[src/hw/rtl/gne_pkg.sv]
// Shared constants, payload types and helper functions for the grid neighbor expansion block.
package gne_pkg;

	localparam int MAX_WIDTH     = 64;
	localparam int MAX_HEIGHT    = 64;
	localparam int WEIGHT_BITS   = 24;
	localparam int STORE_DEPTH   = MAX_WIDTH * MAX_HEIGHT;
	localparam int ADDR_BITS     = $clog2(STORE_DEPTH);
	localparam int ENTRY_BITS    = WEIGHT_BITS + 1;
	localparam int NODE_BITS     = 12;
	localparam int WEIGHT_IN_BITS = 24;
	localparam int DIM_BITS      = 7;
	localparam int X_BITS        = $clog2(MAX_WIDTH);
	localparam int Y_BITS        = $clog2(MAX_HEIGHT);
	localparam int COORD_BITS    = DIM_BITS + 1;
	localparam int COST_BITS     = 32;
	localparam int FACTOR_BITS   = 16;
	localparam int PROD_BITS     = WEIGHT_BITS + FACTOR_BITS;
	localparam int FRAC_BITS     = 8;
	localparam int MODE_BITS     = 2;
	localparam int NUM_DIRS      = 8;
	localparam int DIR_BITS      = $clog2(NUM_DIRS);
	localparam int CFG_IDX_BITS  = 3;
	localparam int CFG_DATA_BITS = 16;

	typedef enum logic {
		OP_WRITE  = 1'b0,
		OP_EXPAND = 1'b1
	} op_t;

	localparam logic [MODE_BITS-1:0] DIAG_NONE   = 2'd0;
	localparam logic [MODE_BITS-1:0] DIAG_BOTH   = 2'd1;
	localparam logic [MODE_BITS-1:0] DIAG_EITHER = 2'd2;
	localparam logic [MODE_BITS-1:0] DIAG_ALWAYS = 2'd3;

	localparam logic [CFG_IDX_BITS-1:0] CFG_GRID_WIDTH    = 3'd0;
	localparam logic [CFG_IDX_BITS-1:0] CFG_GRID_HEIGHT   = 3'd1;
	localparam logic [CFG_IDX_BITS-1:0] CFG_DIAGONAL_MODE = 3'd2;
	localparam logic [CFG_IDX_BITS-1:0] CFG_WRAP_HORIZ    = 3'd3;
	localparam logic [CFG_IDX_BITS-1:0] CFG_WRAP_VERT     = 3'd4;
	localparam logic [CFG_IDX_BITS-1:0] CFG_DIAG_FACTOR   = 3'd5;

	typedef struct packed {
		op_t                       op;
		logic [NODE_BITS-1:0]      node;
		logic [WEIGHT_IN_BITS-1:0] weight_in;
		logic                      obstacle_in;
		logic                      reversed;
	} req_t;

	typedef struct packed {
		logic [NODE_BITS-1:0] neighbor;
		logic [COST_BITS-1:0] edge_cost;
		logic                 empty_res;
		logic                 last;
	} res_t;

	// Order: top, bottom, left, right, up-left, up-right, down-left, down-right.
	function automatic logic signed [1:0] step_dx(input logic [DIR_BITS-1:0] d);
		logic signed [1:0] v;
		unique case (d)
			3'd2, 3'd4, 3'd6: v = -2'sd1;
			3'd3, 3'd5, 3'd7: v = 2'sd1;
			default:          v = 2'sd0;
		endcase
		return v;
	endfunction

	function automatic logic signed [1:0] step_dy(input logic [DIR_BITS-1:0] d);
		logic signed [1:0] v;
		unique case (d)
			3'd0, 3'd4, 3'd5: v = -2'sd1;
			3'd1, 3'd6, 3'd7: v = 2'sd1;
			default:          v = 2'sd0;
		endcase
		return v;
	endfunction

	// Round half up to the fraction point, saturate to the cost width.
	function automatic logic [COST_BITS-1:0] round_cost(input logic [PROD_BITS-1:0] prod);
		logic [PROD_BITS:0]           sum;
		logic [PROD_BITS-FRAC_BITS:0] shifted;
		sum     = {1'b0, prod} + (PROD_BITS+1)'(1 << (FRAC_BITS - 1));
		shifted = sum[PROD_BITS:FRAC_BITS];
		if (|shifted[PROD_BITS-FRAC_BITS:COST_BITS]) begin
			return '1;
		end
		return shifted[COST_BITS-1:0];
	endfunction

endpackage

[src/hw/rtl/gne_cost.sv]
// Edge cost unit: registered diagonal multiply, then rounding and saturation; straight edges pass the registered base.
module gne_cost
	import gne_pkg::*;
(
	input  logic                   clk,
	input  logic                   load,
	input  logic [WEIGHT_BITS-1:0] base,
	input  logic [FACTOR_BITS-1:0] factor,
	input  logic                   diag,
	output logic [COST_BITS-1:0]   cost
);

	logic [PROD_BITS-1:0]   prod_q;
	logic [WEIGHT_BITS-1:0] base_q;
	logic                   diag_q;

	always_ff @(posedge clk) begin
		if (load) begin
			prod_q <= PROD_BITS'(base) * PROD_BITS'(factor);
			base_q <= base;
			diag_q <= diag;
		end
	end

	assign cost = diag_q ? round_cost(prod_q) : COST_BITS'(base_q);

endmodule

[config.mk]
export PLATFORM = sky130hd
export DESIGN_NAME = gne_cost
export DESIGN_NICKNAME = d
export VERILOG_FILES = /design/src/hw/rtl/gne_pkg.sv /design/src/hw/rtl/gne_cost.sv
export SDC_FILE = /design/constraint.sdc
export NUM_CORES = 1
export LEC_CHECK = 0
export BUFFER_PORTS_ARGS = -buffer_cell sky130_fd_sc_hd__buf_2
export CELL_PAD_IN_SITES_DETAIL_PLACEMENT = 1
export CELL_PAD_IN_SITES_GLOBAL_PLACEMENT = 1
export CORE_ASPECT_RATIO = 2
export CORE_UTILIZATION = 50
export CTS_BUF_LIST = sky130_fd_sc_hd__clkbuf_8
export CTS_CLUSTER_DIAMETER = 200
export CTS_CLUSTER_SIZE = 12
export DETAILED_ROUTE_END_ITERATION = 8
export PLACE_DENSITY_LB_ADDON = 0.1
export SYNTH_ARGS = -nofsm -noshare
export SYNTH_HDL_FRONTEND = slang
export SYNTH_SLANG_ARGS = --single-unit
export TNS_END_PERCENT = 20
[constraint.sdc]
create_clock -name clk -period 11.9 [get_ports clk]
set_input_delay 2.38 -clock clk [delete_from_list [all_inputs] [get_ports clk]]
set_output_delay 2.38 -clock clk [all_outputs]
set_load 0.01 [all_outputs]
==> metrics.md <==
| Metric | Value |
|---|---|
| DRT Pass-1 Iters | 7 |
| Synthesized cell area | 15100 sq um |
| CTS buffer count | 9 |
| Synth-to-layout area growth | 4.67% |
| Worst-case hold path end point | diag_q |
| GRT Max-Usage Layer | met2 |
| CTS clk-pin slew, worst paths | about 0.07 ns |
| Slew Viols, Final | 0 |
| Nature of the critical path endpoint | flip-flop |
| Hpwl dp | around 37 mm |
| Remaining routing DRC violations | 15 |
| DR vias/cell | 5.66 |
| CP startpoint kind | input port |
| Synth Register Bits | 58 |
| Max-cap violations | 0 |
| Commonest non-fill, non-tap cells in the layout | inv_1, fa_1, nand2_1 |
| M1 GR Usage | 30.0% |
| Fin Setup TNS | 0 ns |
| Synthesized area per cell | roughly 9 sq um |
| Starting Density | approximately 51% |
| CORE AREA | 29600 sq um |
| Final hold violations | 0 |
| WL per Instance | 22.7 um |
| First-pass GRT wire length | 72.2 mm |
| Setup ws final | roughly 3.4 ns |
| Register area share after synthesis | 11.5% |
| Yosys cell types | 62 |
| Failing checks | DRC |
| Nets | 2116 |
| Clock Path Buffers | 2 |
| Met3 GRT Util | 3.38% |
| GR Util met2 | 63.5% |
| Port bufs | 74 |
| Peak fanout along the critical path | 24 |
| Slowest CP cell | fa_1 |
| Area of the die | just over 30000 sq um |
| RSZ-0062 raised after global routing | no |
| Hold path depth | 1 |
| Routed wire length | ~46 mm |
| Fraction of registers with async set or reset after synthesis | 0% |
| Die height | between 200 and 250 um |
| Fmax | around 120 MHz |
| Vias in the first global route | approximately 14000 |
| Most common flop cell mapped by yosys | edfxtp_1 |
| Final Wtd Congestion | 0.887 |
| CTS Sinks | 58 |
| Minimum clock period | 8.53 ns |
| Share of layout cells above drive strength 1 | 6.92% |
| Row count | 89 |
| Critical Path AT | 8.66 ns |
| Routed vias | 11500 |
| Status | finished with violations |
| Top Ports | 75 |
| Critical path buffer and inverter count | 6 |
| Initial antenna violation count | 1 |
| Endpoints failing setup | 0 |
| Routed Antenna Nets | 0 |
| Worst path max stage delay | 0.58 ns |
| Hold_sp | diag |
| Number of synthesized flops with an enable pin | 58 |
| Synth Instances | 1649 |
| Crit share post-route | 71.7% |
| Critical Path RT | roughly 12 ns |
| Hold buffer count at CTS | 0 |
| Commonest non-fill, non-tap cell in the layout | inv_1 |
| CTS tree | done |
| Pre-CTS setup slack | 2.99 ns |
| Post-CTS setup buffers | 0 |
| Post_cts resized | 0 |
| Top Family by Delay on Critical Path | adder cells |
| Initial DRC Count | 476 |
| Syn_nets | 2107 |
| Largest net degree at the start of global routing | between 50 and 60 |
| Hold crit path type | in2reg |
| Synth warn | 0 |
| Worst slew margin | ~53% |
| H-Tree Depth | 3 |
| Ant diodes | 0 |
| CP most frequent cell | fa_1 |
| Worst Tran Pin Value | 0.709 ns |
| Critical path type | in2reg |
| Total gr overflow | 0 |
| Die width | 125 um |
| GRT Util Overall | 31.5% |
| Clock root buffer master | clkbuf_8 |
| Cells along the critical path | buf_2 -> nand2_1 -> fa_1 -> inv_1 -> fa_1 -> inv_1 -> fa_1 -> inv_1 -> fa_1 -> fa_1 -> inv_1 -> fa_1 -> inv_1 -> ha_1 -> a21o_2 -> o21bai_1 -> o31ai_2 -> a2111oi_2 -> or2_4 -> mux2i_1 -> a2111oi_2 |
[Yosys cell counts (all sizes together), types with 14 or more instances]
| library cell | count | share of area (%) |
|---|---|---|
| nand3 | 31 | 1.0 |
| edfxtp | 58 | 12 |
| and2 | 169 | 7.0 |
| clkbuf | 68 | 2.0 |
| a31oi | 29 | 1.2 |
| a21oi | 42 | 1.4 |
| fa | 305 | 40 |
| inv | 344 | 8.6 |
| ha | 110 | 9.1 |
| nor2 | 52 | 1.3 |
| nand2 | 252 | 6.3 |
| nand4 | 14 | 0.66 |
| xor2 | 28 | 1.6 |
| o21ai | 17 | 0.59 |
| a21o | 18 | 0.91 |
| xnor2 | 31 | 1.8 |
[state kept, by name, summed over array words and instances (netlist names)]
signal and count:
prod_q 33, base_q 24, diag_q 1
[worst max-delay path by stage]
stage                    from          to  slack (ns)  cells past startpoint
finish              factor[1]  prod_q[36]        3.37                     21
global route        factor[1]  prod_q[36]        3.10                     21
CTS                 factor[1]  prod_q[36]        3.34                     21
detailed placement  factor[1]  prod_q[36]        2.99                     21
global placement     base[14]  prod_q[36]        3.19                     21
floorplan           factor[1]  prod_q[36]        3.91                     22
[through the flow]
stage / instances / instance area (sq um) / utilization, % / hold slack [ns]
after global placement: 2011 / 15600 / 52.6 / 2.56
after CTS: 2026 / 15800 / 53.4 / 2.19
after floorplan: 1649 / 15100 / - / 2.48
final: 2026 / 15800 / 53.4 / 2.21
after detailed placement: 2011 / 15600 / 52.6 / 2.56
after global routing: 2026 / 15800 / 53.4 / 2.19
[area by class of cell]
type | instances | area (sq um)
multi-input cells | 1169 | 11700
clock inverters | 6 | 106
inverters | 344 | 1290
repair buffers | 76 | 385
well taps | 364 | 455
fillers | 3489 | 13800
clock buffers | 9 | 124
flip-flops and latches | 58 | 1740
[cells by family after synthesis]
family | Yosys count | share of synthesized area (%)
multiplexers | 3 | 0.199
AO/OA/AOI/OAI | 136 | 6.23
XOR/XNOR | 59 | 3.42
AND/OR/NAND/NOR | 556 | 18.1
buffers and inverters | 422 | 11.0
flip-flops | 58 | 11.5
adder cells (fa/ha/maj) | 415 | 49.6
[routing by layer]
metal	up-vias	wire, um
met2	299	26400
met1	5975	15200
li1	5027	-
met5	-	13
met4	2	3050
met3	171	1350
Power is not shown: default switching activity piles up to over one toggle a cycle in this logic, so the estimate is an artifact.
