File: src/hw/rtl/gne_pkg.sv
// Shared constants, payload types and helper functions for the grid neighbor expansion block.
package gne_pkg;

	localparam int MAX_WIDTH     = 64;
	localparam int MAX_HEIGHT    = 64;
	localparam int WEIGHT_BITS   = 24;
	localparam int STORE_DEPTH   = MAX_WIDTH * MAX_HEIGHT;
	localparam int ADDR_BITS     = $clog2(STORE_DEPTH);
	localparam int ENTRY_BITS    = WEIGHT_BITS + 1;
	localparam int NODE_BITS     = 12;
	localparam int WEIGHT_IN_BITS = 24;
	localparam int DIM_BITS      = 7;
	localparam int X_BITS        = $clog2(MAX_WIDTH);
	localparam int Y_BITS        = $clog2(MAX_HEIGHT);
	localparam int COORD_BITS    = DIM_BITS + 1;
	localparam int COST_BITS     = 32;
	localparam int FACTOR_BITS   = 16;
	localparam int PROD_BITS     = WEIGHT_BITS + FACTOR_BITS;
	localparam int FRAC_BITS     = 8;
	localparam int MODE_BITS     = 2;
	localparam int NUM_DIRS      = 8;
	localparam int DIR_BITS      = $clog2(NUM_DIRS);
	localparam int CFG_IDX_BITS  = 3;
	localparam int CFG_DATA_BITS = 16;

	typedef enum logic {
		OP_WRITE  = 1'b0,
		OP_EXPAND = 1'b1
	} op_t;

	localparam logic [MODE_BITS-1:0] DIAG_NONE   = 2'd0;
	localparam logic [MODE_BITS-1:0] DIAG_BOTH   = 2'd1;
	localparam logic [MODE_BITS-1:0] DIAG_EITHER = 2'd2;
	localparam logic [MODE_BITS-1:0] DIAG_ALWAYS = 2'd3;

	localparam logic [CFG_IDX_BITS-1:0] CFG_GRID_WIDTH    = 3'd0;
	localparam logic [CFG_IDX_BITS-1:0] CFG_GRID_HEIGHT   = 3'd1;
	localparam logic [CFG_IDX_BITS-1:0] CFG_DIAGONAL_MODE = 3'd2;
	localparam logic [CFG_IDX_BITS-1:0] CFG_WRAP_HORIZ    = 3'd3;
	localparam logic [CFG_IDX_BITS-1:0] CFG_WRAP_VERT     = 3'd4;
	localparam logic [CFG_IDX_BITS-1:0] CFG_DIAG_FACTOR   = 3'd5;

	typedef struct packed {
		op_t                       op;
		logic [NODE_BITS-1:0]      node;
		logic [WEIGHT_IN_BITS-1:0] weight_in;
		logic                      obstacle_in;
		logic                      reversed;
	} req_t;

	typedef struct packed {
		logic [NODE_BITS-1:0] neighbor;
		logic [COST_BITS-1:0] edge_cost;
		logic                 empty_res;
		logic                 last;
	} res_t;

	// Order: top, bottom, left, right, up-left, up-right, down-left, down-right.
	function automatic logic signed [1:0] step_dx(input logic [DIR_BITS-1:0] d);
		logic signed [1:0] v;
		unique case (d)
			3'd2, 3'd4, 3'd6: v = -2'sd1;
			3'd3, 3'd5, 3'd7: v = 2'sd1;
			default:          v = 2'sd0;
		endcase
		return v;
	endfunction

	function automatic logic signed [1:0] step_dy(input logic [DIR_BITS-1:0] d);
		logic signed [1:0] v;
		unique case (d)
			3'd0, 3'd4, 3'd5: v = -2'sd1;
			3'd1, 3'd6, 3'd7: v = 2'sd1;
			default:          v = 2'sd0;
		endcase
		return v;
	endfunction

	// Round half up to the fraction point, saturate to the cost width.
	function automatic logic [COST_BITS-1:0] round_cost(input logic [PROD_BITS-1:0] prod);
		logic [PROD_BITS:0]           sum;
		logic [PROD_BITS-FRAC_BITS:0] shifted;
		sum     = {1'b0, prod} + (PROD_BITS+1)'(1 << (FRAC_BITS - 1));
		shifted = sum[PROD_BITS:FRAC_BITS];
		if (|shifted[PROD_BITS-FRAC_BITS:COST_BITS]) begin
			return '1;
		end
		return shifted[COST_BITS-1:0];
	endfunction

endpackage

File: src/hw/rtl/gne_div.sv
// Restoring divider, one quotient bit per cycle: splits a node index into row and column.
module gne_div
	import gne_pkg::*;
(
	input  logic                 clk,
	input  logic                 arst_n,
	input  logic                 start,
	input  logic [NODE_BITS-1:0] dividend,
	input  logic [DIM_BITS-1:0]  divisor,
	output logic                 busy,
	output logic [NODE_BITS-1:0] quot,
	output logic [DIM_BITS-1:0]  rem
);

	localparam int CNT_BITS = $clog2(NODE_BITS + 1);

	logic                 busy_q;
	logic [CNT_BITS-1:0]  cnt_q;
	logic [NODE_BITS-1:0] quot_q;
	logic [DIM_BITS-1:0]  rem_q;
	logic [DIM_BITS-1:0]  div_q;

	logic [DIM_BITS:0]    trial;
	logic                 fits;
	logic [DIM_BITS-1:0]  rem_next;

	always_comb begin
		trial    = {rem_q, quot_q[NODE_BITS-1]};
		fits     = trial >= {1'b0, div_q};
		rem_next = fits ? DIM_BITS'(trial - {1'b0, div_q}) : trial[DIM_BITS-1:0];
	end

	always_ff @(posedge clk or negedge arst_n) begin
		if (!arst_n) begin
			busy_q <= 1'b0;
			cnt_q  <= '0;
		end else if (start) begin
			busy_q <= 1'b1;
			cnt_q  <= CNT_BITS'(NODE_BITS);
		end else if (busy_q) begin
			cnt_q <= cnt_q - 1'b1;
			if (cnt_q == CNT_BITS'(1)) begin
				busy_q <= 1'b0;
			end
		end
	end

	always_ff @(posedge clk) begin
		if (start) begin
			quot_q <= dividend;
			rem_q  <= '0;
			div_q  <= divisor;
		end else if (busy_q) begin
			// shift the dividend out, the quotient bit in
			quot_q <= {quot_q[NODE_BITS-2:0], fits};
			rem_q  <= rem_next;
		end
	end

	assign busy = busy_q;
	assign quot = quot_q;
	assign rem  = rem_q;

endmodule

File: config.mk
export PLATFORM = sky130hd
export DESIGN_NAME = gne_div
export DESIGN_NICKNAME = d
export VERILOG_FILES = /design/src/hw/rtl/gne_pkg.sv /design/src/hw/rtl/gne_div.sv
export SDC_FILE = /design/constraint.sdc
export NUM_CORES = 1
export LEC_CHECK = 0
export BUFFER_PORTS_ARGS = -buffer_cell sky130_fd_sc_hd__clkbuf_2
export CORE_MARGIN = 3
export CORE_UTILIZATION = 40
export CTS_CLUSTER_SIZE = 10
export DETAILED_ROUTE_END_ITERATION = 12
export HOLD_SLACK_MARGIN = 0.02
export PLACE_DENSITY_LB_ADDON = 0.3
export SLEW_MARGIN = 10
export SYNTH_ARGS = -nofsm -noshare
export SYNTH_HDL_FRONTEND = slang
export SYNTH_SLANG_ARGS = --single-unit
File: constraint.sdc
create_clock -name clk -period 3.85 [get_ports clk]
set_input_delay 0.77 -clock clk [delete_from_list [all_inputs] [get_ports clk]]
set_output_delay 0.77 -clock clk [all_outputs]
set_load 0.005 [all_outputs]
==> out/metrics.cfg, run 1 <==
[placed_design]
io_buffers=41
post-dp-hpwl_mm=2.67
placed_area_sq_um=2020
gp_congestion=0.752
dp_cells=243

[power_and_ir_drop]
power-per-cell-area_nw_per_um2=595
p_leak_nw=0.907
ir_drop_mv=0.256

[route]
drtAntennaViolNets=0
routed_wl_mm=3.66
vias_per_cell=5.30
vias=1331
drt_iter0_markers=71
routedWlPerCell_um=14.6
drtPass1Iterations=4
drc=0

[sta]
slew_headroom=0.443
min_period_over_period=0.597
finalHoldViolCount=0
skew_ns=0.00932
worst_pin_slew_ns=0.836
holdWs_ns=0.289
fin_crit_ns=2.30
rsz0062_at_grt=no
tns_ns=0
slew_violations=0
fmax_ghz=0.435
setup-violations-final=0

[die]
start_util=0.433
die_y_um=73.2
boundaryPins=42
die_x_um=73.2
std_cell_rows=23
design.core.area_sq_um=4170
dieArea_sq_um=5360

[finish]
drive_gt1_frac=0.353
mostFrequentLayoutCell=clkbuf_2
nNetsFinal=232
finalNonFillerCells=251
n_fill_cell=378
design_area_sq_um=2130
fin_util=0.511
diodes=0
syn_to_final_growth_pct=17.9
final_cell_mix=clkbuf_2 (41), edfxtp_1 (19), inv_1 (14)

[yosys]
synth_cells=162
synth-xor-area-share=0.0242
ys_ff_latch=31
synth_top_family_by_area=simple AND/OR/NAND/NOR gates
synth-compound-area-share=0.152
ys.flop_type=edfxtp_1
synth_mux_area_frac=0.0740
synth_seq_area_share=0.462
synth_edf_count=19
yosysTopAreaCellShare=0.316
synth-warning-count=0
async_flop_share=0.161
synthAdderAreaFrac=0.0734
syn_area_sq_um=1810
synth_area_leader_cell=edfxtp_1
ys_types=45
netlist_top_cells_area=edfxtp_1 (32%), dfxtp_1 (7.8%), dfrtp_1 (6.9%), mux2_2 (6.9%), ha_1 (6.2%)
synth-simple-area-share=0.154
syn_avg_cell_area_sq_um=11.2
synth_nets=194

[cts]
numClockSinks=31
cts-root-buf=clkbuf_8
cts_buffers=5
h-tree-depth=2
postCtsSetupBuffers=0
cts_hold_buffers=0
insertion_delay_ns=0.28
clk_pin_slew_ns=0.07
clk_path_buf_depth=2
ctsResizeCount=0
cts_tree=done

[worst_setup_path]
worstPathArrival_ns=2.49
path_max_fanout=9
worstPathRequired_ns=4.04
cp_num_buf_inv=1
cp_cell_sequence=inv_1 > ha_1 > fa_1 > nand2b_1 > a211o_1 > and3_1 > a311oi_2
end_kind=flop
max_stage_delay_ns=0.39
cp_top_family=compound AO/OA/AOI/OAI gates
worstSetupStartpointType=flop
cp_slowest_cell=fa_1
critPathKind=reg -> reg

[global_route]
grt_max_degree=40
first_global_vias=1309
grt_pass1_wl_mm=6.17
antenna_found_initial=0
grt_use_total=0.150
overflow=0

[job]
max_cap_viol_count=0

[run_status]
status=complete, no violations

[hold_path]
hp-class=in -> async

## routing by layer
| layer | wire length [um] | GRT usage |
|---|---|---|
| met1 | 1780 | 0.214 |
| met2 | 1600 | 0.212 |
| met3 | 235 | 0.0455 |
| met4 | 36 | 0.0615 |
| met5 | 0 | 0 |
## logic make-up after synthesis
| kind of cell | Yosys count |
|---|---|
| buffers and inverters | 24 |
| AO/OA/AOI/OAI | 32 |
| XOR/XNOR | 5 |
| adder cells (fa/ha/maj) | 10 |
| flip-flops | 31 |
| AND/OR/NAND/NOR | 48 |
| multiplexers | 12 |
## worst reg2reg max path: stages (launching register included)
cell and delay [ns]:
edfxtp_1 0.35, inv_1 0.07, ha_1 0.22, fa_1 0.39, nand2b_1 0.19, a211o_1 0.38, and3_1 0.33, a311oi_2 0.29
## per-stage QoR
stage | power [mW] | setup WS (ns)
global route | 1.36 | 1.41
CTS | 1.28 | 1.54
floorplan | 0.835 | 1.67
detailed placement | 0.954 | 1.55
global placement | 0.951 | 1.63
finish | 1.27 | 1.55
## area by class of cell
class / instances / area (sq um) / share of cell area
tap: 50 / 62.6 / 0.0294
inverter: 14 / 52.6 / 0.0247
clock buffer: 5 / 68.8 / 0.0323
timing repair buffer: 41 / 205 / 0.0963
multi-input combinational: 107 / 862 / 0.405
clock inverter: 3 / 43.8 / 0.0206
sequential: 31 / 836 / 0.392
## flip-flops by register name (all words and copies together), names as in the netlist
name / cells
busy: 1
cnt_q: 4
div_q: 7
quot: 12
rem: 7
## Yosys cell counts (2+ instances only)
library cell,instances
edfxtp_1,19
inv_1,14
nor2_1,12
mux2_2,11
ha_1,9
nand2_1,8
dfxtp_1,7
nand2b_1,6
nor3b_1,6
clkbuf_1,5
dfrtp_1,5
a211oi_1,4
a21o_1,4
a41oi_1,4
xnor2_1,4
nand3b_1,3
o21bai_1,3
or3b_2,3
a21oi_1,2
a311oi_2,2
a31oi_1,2
and3_1,2
buf_6,2
nand4_1,2
o21ai_0,2
o31ai_2,2
## final timing paths
kind / start / to / slack [ns] / cells after the start
max: quot[11]$_DFFE_PP_ / rem[0]$_SDFFE_PP0P_ / 1.55 / 7
min: arst_n / cnt_q[3]$_DFFE_PN0P_ / 0.29 / 1
max reg2reg: quot[11]$_DFFE_PP_ / rem[0]$_SDFFE_PP0P_ / 1.55 / 7
min reg2reg: rem[1]$_SDFFE_PP0P_ / rem[2]$_SDFFE_PP0P_ / 0.54 / 2
max in group asynchronous: arst_n / cnt_q[2]$_DFFE_PN0P_ / 3.42 / 1
min in group clk: rem[1]$_SDFFE_PP0P_ / rem[2]$_SDFFE_PP0P_ / 0.54 / 2
## power breakdown
group          switching (mW)  total [mW]  internal, mW
Combinational           0.252       0.478         0.225
Clock                   0.127       0.319         0.193
Sequential             0.0533       0.471         0.418
Power figures use the tool's default switching activity.
==> run 2: changes to the inputs <==
--- a/config.mk
+++ b/config.mk
@@ -5,6 +5,7 @@
 export SDC_FILE = /design/constraint.sdc
 export NUM_CORES = 1
 export LEC_CHECK = 0
+export ABC_AREA = 1
 export BUFFER_PORTS_ARGS = -buffer_cell sky130_fd_sc_hd__clkbuf_2
 export CORE_MARGIN = 3
 export CORE_UTILIZATION = 40
==> constraint.sdc (replaced) <==
create_clock -name clk -period 2.4 [get_ports clk]
set_input_delay 0.48 -clock clk [delete_from_list [all_inputs] [get_ports clk]]
set_output_delay 0.48 -clock clk [all_outputs]
set_load 0.005 [all_outputs]
==> out/metrics.cfg, run 2 <==
[run_status]
status=complete, no violations

[sta]
fin_crit_ns=1.81
setup_slack_ns=0.593
skew_ns=0.00421
fmax_ghz=0.553
slew_headroom=0.611
slew_violations=0
setup-violations-final=0
worst_pin_slew_ns=0.582
holdWs_ns=0.371
tns_ns=0
min_period_over_period=0.753
finalHoldViolCount=0
rsz0062_at_grt=no

[yosys]
synth_cells=201
synth_area_leader_cell=edfxtp_1
synth_top_family_by_area=simple AND/OR/NAND/NOR gates
synth-compound-area-share=0.0431
synth_nets=233
ys.flop_type=edfxtp_1
syn_avg_cell_area_sq_um=8.52
yosysTopAreaCellShare=0.333
synth_seq_area_share=0.488
synth-xor-area-share=0.0102
ys_top_cells_by_count=nand2_1 (78), inv_1 (28), edfxtp_1 (19)
async_flop_share=0.161
ys_types=28
synthAdderAreaFrac=0.0774
synth_mux_area_frac=0
synth_most_common_cell=nand2_1
synth_edf_count=19
syn_area_sq_um=1710
ys_ff_latch=31
netlist_top_cells_area=edfxtp_1 (33%), nand2_1 (17%), dfxtp_1 (8.2%), dfrtp_1 (7.3%), ha_1 (6.6%)
synth-warning-count=0
synth-simple-area-share=0.310

[route]
drtAntennaViolNets=0
routedWlPerCell_um=11.8
drt_iter0_markers=66
drc=0
vias=1404
vias_per_cell=4.70
drtPass1Iterations=4
routed_wl_mm=3.54

[job]
max_cap_viol_count=0

[power_and_ir_drop]
pwr-share-comb=0.425
p_seq_frac=0.368
p_leak_nw=1.09
p_int_mw=1.27
ir_drop_mv=0.398
netSwitchingPower_uw=778
switching_share=0.381
power-per-cell-area_nw_per_um2=983
pwr-share-clk=0.207

[worst_setup_path]
reg2reg_depth=12
r2r-start=quot[11]$_DFFE_PP_
path_max_fanout=8
critPathLaunch=quot[11]$_DFFE_PP_
r2r_end=rem[0]$_SDFFE_PP0P_
r2r_setup_slack_ns=0.59
cp_num_buf_inv=2
worstPathRequired_ns=2.61
cp_slowest_cell=fa_1
worstPathArrival_ns=2.02
critPathKind=reg -> reg
cp_cell_sequence=inv_1 > ha_1 > fa_1 > inv_1 > nand2_1 > nand2_1 > nand2_1 > nand2_1 > nand2_2 > nand3_1 > nand3_1 > o21ai_2
critical_path.most_common_cell=nand2_1
worstSetupStartpointType=flop
max_stage_delay_ns=0.40
cp_top_family=adder cells
end_kind=flop

[finish]
final_cell_mix=nand2_1 (78), clkbuf_2 (41), inv_1 (28)
drive_gt1_frac=0.241
syn_to_final_growth_pct=21.4
fin_util=0.512
nNetsFinal=280
multi_input_area_sq_um=756
regArea_sq_um=836
largest_reg_flops=12
n_fill_cell=378
mostFrequentLayoutCell=nand2_1
diodes=0

[global_route]
grt_max_degree=24
overflow=0
first_global_vias=1306
grt_pass1_wl_mm=5.88
antenna_found_initial=0
grt_use_total=0.149

[cts]
cts_tree=done
numClockSinks=31
insertion_delay_ns=0.28
cts-root-buf=clkbuf_8
h-tree-depth=2
clk_path_buf_depth=2
clk_pin_slew_ns=0.07
cts_buffers=5

[die]
std_cell_rows=23
die_x_um=71.4
die_y_um=71.4
dieArea_sq_um=5100
start_util=0.422
boundaryPins=42
design.core.area_sq_um=4060

[placed_design]
gp_congestion=0.872
pre_cts_slack_ns=0.596
io_buffers=41
post-dp-hpwl_mm=2.73

[hold_path]
hold_end=div_q[6]$_DFFE_PP_
min_path_cells=1
hp-class=in -> reg
min_from=divisor[6]

-- run 2: changes by cell type after synthesis, moves of 4 or more --
| cell | before | now |
|---|---|---|
| a211oi_1 | 4 | 0 |
| a21o_1 | 4 | 0 |
| a41oi_1 | 4 | 0 |
| inv_1 | 14 | 28 |
| mux2_2 | 11 | 0 |
| nand2_1 | 8 | 78 |
| nand2b_1 | 6 | 0 |
| nand3_1 | 1 | 15 |
| nor2_1 | 12 | 6 |
| nor3b_1 | 6 | 0 |
| xnor2_1 | 4 | 0 |
-- run 2: layer usage --
layer  part of all wire  track usage  up-vias
met5                  0            0        -
met4              0.014       0.0626        0
met3              0.047       0.0449        5
met2               0.49        0.240       27
met1               0.45        0.186      629
li1                   -            -      743
-- run 2: worst max path at each step --
| stage | to | cells after the start |
|---|---|---|
| floorplan | rem[0]$_SDFFE_PP0P_ | 11 |
| global placement | rem[0]$_SDFFE_PP0P_ | 12 |
| detailed placement | rem[5]$_SDFFE_PP0P_ | 12 |
| CTS | rem[0]$_SDFFE_PP0P_ | 12 |
| global route | rem[5]$_SDFFE_PP0P_ | 12 |
| finish | rem[0]$_SDFFE_PP0P_ | 12 |
-- run 2: cells by family (layout without fill, tap and decap cells) --
group	Yosys count	in the layout
adder cells (fa/ha/maj)	10	10
flip-flops	31	31
AO/OA/AOI/OAI	11	11
XOR/XNOR	2	2
buffers and inverters	32	80
AND/OR/NAND/NOR	115	115
-- run 2: area by class of cell --
| class | instances | share of cell area |
|---|---|---|
| clock buffers | 6 | 0.0397 |
| clock inverters | 2 | 0.00542 |
| inverters | 29 | 0.0523 |
| multi-input cells | 138 | 0.363 |
| flip-flops and latches | 31 | 0.402 |
| well taps | 50 | 0.0301 |
| repair buffers | 43 | 0.107 |
-- run 2: power groups by stage --
stage	clock network, mW	logic (mW)	registers (mW)
after floorplan	0	0.642	0.754
after global placement	0	0.859	0.767
after detailed placement	0	0.879	0.765
after CTS	0.435	0.883	0.755
after global routing	0.457	0.991	0.769
final	0.423	0.869	0.753
-- run 2: worst reg2reg max path, stage by stage (launching register included) --
cell	delay, ns
edfxtp_1	0.34
inv_1	0.06
ha_1	0.22
fa_1	0.40
inv_1	0.09
nand2_1	0.05
nand2_1	0.08
nand2_1	0.08
nand2_1	0.08
nand2_2	0.11
nand3_1	0.09
nand3_1	0.09
o21ai_2	0.06
-- run 2: repair_timing --
item                      CTS  global route
setup buffers               0             0
resized for setup           0             0
hold buffers                1             0
hold endpoints to repair    5             0
-- run 2: stage by stage --
step | cells | power, mW | area (sq um)
6_report | 299 | 2.05 | 2080
5_1_grt | 299 | 2.22 | 2080
4_1_cts | 299 | 2.07 | 2080
3_5_place_dp | 290 | 1.64 | 1980
3_3_place_gp | 290 | 1.63 | 1980
2_1_floorplan | 201 | 1.40 | 1710
